## src/hdl/tsst_ram.sv

```systemverilog
module tsst_ram #(
	parameter int WIDTH = 8,
	parameter int DEPTH = 64
) (
	input  logic                     clk,
	input  logic                     we,
	input  logic [$clog2(DEPTH)-1:0] waddr,
	input  logic [WIDTH-1:0]         wdata,
	input  logic [$clog2(DEPTH)-1:0] raddr,
	output logic [WIDTH-1:0]         rdata
);

	logic [WIDTH-1:0] mem [DEPTH];

	// One write port, one registered read port
	always_ff @(posedge clk) begin
		if (we) begin
			mem[waddr] <= wdata;
		end
		rdata <= mem[raddr];
	end

endmodule

```

## config.mk

```make
export PLATFORM = sky130hd
export DESIGN_NAME = tsst_ram
export DESIGN_NICKNAME = d
export VERILOG_FILES = /design/src/hdl/tsst_ram.sv
export SDC_FILE = /design/constraint.sdc
export NUM_CORES = 1
export LEC_CHECK = 0
export ABC_AREA = 1
export ABC_CLOCK_PERIOD_IN_PS = 2900
export BUFFER_PORTS_ARGS = -buffer_cell sky130_fd_sc_hd__clkbuf_2
export CORE_ASPECT_RATIO = 2
export CORE_UTILIZATION = 40
export CTS_CLUSTER_DIAMETER = 40
export DETAILED_ROUTE_END_ITERATION = 16
export GPL_ROUTABILITY_DRIVEN = 0
export SYNTH_ARGS = -nofsm -noshare
export SYNTH_HDL_FRONTEND = slang
export SYNTH_SLANG_ARGS = --single-unit
export TNS_END_PERCENT = 100
```

## constraint.sdc

```tcl
create_clock -name clk -period 2.9 [get_ports clk]
set_input_delay 0.435 -clock clk [delete_from_list [all_inputs] [get_ports clk]]
set_output_delay 0.435 -clock clk [all_outputs]
set_load 0.01 [all_outputs]
```

==> metrics.md <==
| Metric | Value |
|---|---|
| Overflow left after global routing | 0 |
| List of cells traversed by the critical path | clkbuf_2, nand4_1, nor2_1 |
| Maximum ir drop on the vdd rail | 0.0004873 V |
| Critical path endpoint category | register |
| Class of the worst hold path | input port to register |
| GRT Total Usage | 21.47% |
| Minimum hold slack | 346.2 ps |
| Width of the die | 165.3 um |
| Peak Freq | 463.5 MHz |
| Data arrival time at the worst-slack endpoint | 2350 ps |
| Post-route setup TNS | 0 ps |
| CTS tree | done |
| Violations in the final reports | DRC |
| Post-detailed-routing wire length | 56420 um |
| Net count after synthesis | 1827 |
| Outcome | complete, but fails checks |
| Largest fanout on the critical path | 9 |
| Iter 0 DRT Violations | 1212 |
| Fill cell count | 4865 |
| Top cell type by total area after synthesis | sky130_fd_sc_hd__edfxtp_1 |
| Final hold violations | 0 |
| Count of warnings emitted by yosys | 0 |
| Number of clock sinks | 520 |
| Setup Crit Path Kind | input port to register |
| Full die area | 54330 um2 |
| Portion of the post-synthesis area used by sequential elements | 72.80% |
| Area contributors post-synth | sky130_fd_sc_hd__edfxtp_1 (72%), sky130_fd_sc_hd__nand2_1 (11%), sky130_fd_sc_hd__nand3_1 (10%) |
| Tmin final | 2158 ps |
| Number of buffers added to fix hold violations after cts | 0 |
| CP max-delay cell | sky130_fd_sc_hd__nor2_1 |
| Clock latency on the worst-skew pair | 580 ps |
| Final setup violating endpoints | 0 |
| Pins Over Slew Limit | 0 |
| Relative slew slack | 31.60% |
| Overall via count from detail_route | 13770 |
| Proportion of layout cells with a drive suffix above 1 | 9.756% |
| Number of antenna violations at the first check in global routing | 1 |
| HPWL reported at the end of detailed placement | 35350 um |
| Pin count of the biggest net entering global routing | 139 |
| Vias per Instance | 5.399 |
| Met2 track utilization from global routing | 39.29% |
| Synthesized instance count | 1805 |
| Antenna diode instance count | 0 |
| Synthesized area divided by synthesized cell count | 11.82 um2 |
| Starting utilization of the core area | 40.49% |
| Share of the clock period used by the worst path after layout | 74.40% |
| Delay of the slowest cell on the worst path | 1050 ps |
| Number of H-tree levels | 2 |
| Clock skew | 14.33 ps |
| Length of the first detailed-routing pass in iterations | 11 |
| Required time reported for the critical path endpoint | 3090 ps |
| Synthesized area | 21340 um2 |
| Root buffer selected by CTS | sky130_fd_sc_hd__clkbuf_16 |
| Number of instances in the placed design | 2472 |
| Die Span Y | 328.6 um |
| ANT nets after route | 0 |
| Clock transition at the register clock pins on the worst setup and hold paths after CTS | 70 ps |
| Leakage Power | 8.538 nW |
| Layout-stage area growth over the synthesis result | 11.05% |
| Flip-flop and latch count after synthesis | 520 |
| Count of buffers added by post-CTS timing repair for setup | 0 |
| PortBufs | 29 |
| Measured slew at the worst slew-check pin | 1026 ps |
| Number of unique standard cell types used by synthesis | 16 |
| Power density normalized to cell area | 637.3 nW/um2 |
| Fraction of post-synthesis cell area in the top cell type by area | 72.05% |
| Setup repair after global routing missed its margin | no |
| Net count of the finished layout | 1875 |
| Count of standard-cell rows | 119 |
| Met3 track demand over resource in global routing | 2.547% |
| Global-route wire length before repair | 85020 um |
| Total I/O pin count | 30 |
| Final routed wire length divided by cell count | 22.12 um |
| CTS Buffer Depth | 3 |
| Most used routing layer in global routing | met2 |
| Met1 track utilization from global routing | 23.25% |
| Post-route DRC violation count | 4 |
| Count of non-filler cells in the finished layout | 2551 |
| Vias in the first global route | 13880 |
| TritonCTS buffer count | 44 |
| Cts repair resizes | 0 |
| Setup crit start kind | input port |
| Max-cap viol count | 0 |
| Core footprint | 52710 um2 |
## worst paths after layout
kind,from,endpoint,slack (ps),cells past startpoint
max,waddr[1],mem[31][3]$_DFFE_PP_,740,3
min,raddr[5],rdata[4]$_DFF_P_,350,3
max reg2reg,mem[47][0]$_DFFE_PP_,rdata[0]$_DFF_P_,1420,8
min reg2reg,mem[30][4]$_DFFE_PP_,rdata[4]$_DFF_P_,810,8
## worst max-delay path: cells and delay by family
| kind | cells | cell delay [ps] |
|---|---|---|
| and+or+nand+nor | 2 | 1720 |
| buffers and inverters | 1 | 190 |
## through the flow
step	setup WS [ps]	util (%)	power [mW]	area (um2)
after global routing	745.3	44.96	15.53	23700
final	742.4	44.96	15.10	23700
after floorplan	698.9	-	9.083	21340
after CTS	809.8	44.96	15.20	23700
after global placement	267.1	42.34	9.500	22320
after detailed placement	210.0	42.34	9.513	22320
## layout make-up
| cell class | count | area (um2) | share of cell area, % |
|---|---|---|---|
| well taps | 665 | 832.0 | 3.511 |
| flip-flops and latches | 520 | 15530 | 65.56 |
| multi-input cells | 1160 | 4946 | 20.87 |
| inverters | 12 | 52.55 | 0.2218 |
| repair buffers | 115 | 949.7 | 4.008 |
| clock inverters | 24 | 177.7 | 0.7498 |
| clock buffers | 55 | 1204 | 5.079 |
## where the power goes
part	leakage, nW	internal, mW	switching [mW]
combinational	3.19	0.259	0.749
clock	0.673	3.07	2.69
sequential	4.67	8.31	0.0252
total	8.54	11.6	3.47
## cell usage in the layout (no fill, tap or decap), types with 3 or more instances in the layout
cell	n
sky130_fd_sc_hd__nand3_1	439
sky130_fd_sc_hd__clkinvlp_4	3
sky130_fd_sc_hd__nand4_1	9
sky130_fd_sc_hd__buf_12	12
sky130_fd_sc_hd__clkinv_2	6
sky130_fd_sc_hd__nand2_1	648
sky130_fd_sc_hd__nor4_1	8
sky130_fd_sc_hd__clkbuf_8	4
sky130_fd_sc_hd__buf_4	75
sky130_fd_sc_hd__clkbuf_16	45
sky130_fd_sc_hd__edfxtp_1	512
sky130_fd_sc_hd__dfxtp_1	8
sky130_fd_sc_hd__inv_6	7
sky130_fd_sc_hd__clkbuf_2	27
sky130_fd_sc_hd__clkbuf_1	6
sky130_fd_sc_hd__inv_1	9
sky130_fd_sc_hd__nor2_1	56
sky130_fd_sc_hd__clkinv_1	7
## layer usage
metal	wire length, um	up-vias
li1	-	6434
met5	11	-
met2	30350	425
met3	2656	162
met4	3476	2
met1	19930	6750
## Yosys cell counts
master and instances:
sky130_fd_sc_hd__dfxtp_1 8, sky130_fd_sc_hd__nand2_1 648, sky130_fd_sc_hd__nor4_1 8, sky130_fd_sc_hd__buf_1 10, sky130_fd_sc_hd__edfxtp_1 512, sky130_fd_sc_hd__nand4_1 9, sky130_fd_sc_hd__inv_2 1, sky130_fd_sc_hd__inv_1 10
sky130_fd_sc_hd__buf_8 2, sky130_fd_sc_hd__buf_2 37, sky130_fd_sc_hd__buf_4 14, sky130_fd_sc_hd__clkbuf_1 15, sky130_fd_sc_hd__nor2_1 56, sky130_fd_sc_hd__inv_6 1, sky130_fd_sc_hd__buf_6 35, sky130_fd_sc_hd__nand3_1 439
## cell families after synthesis
group	count (synthesis)	synth area share (%)
AND/OR/NAND/NOR	1160	23.18
buffers and inverters	125	4.022
flip-flops	520	72.80
## registers in the layout, indices dropped and copies added (netlist names)
name,cells
mem,512
rdata,8
Power figures use the tool's default switching activity.
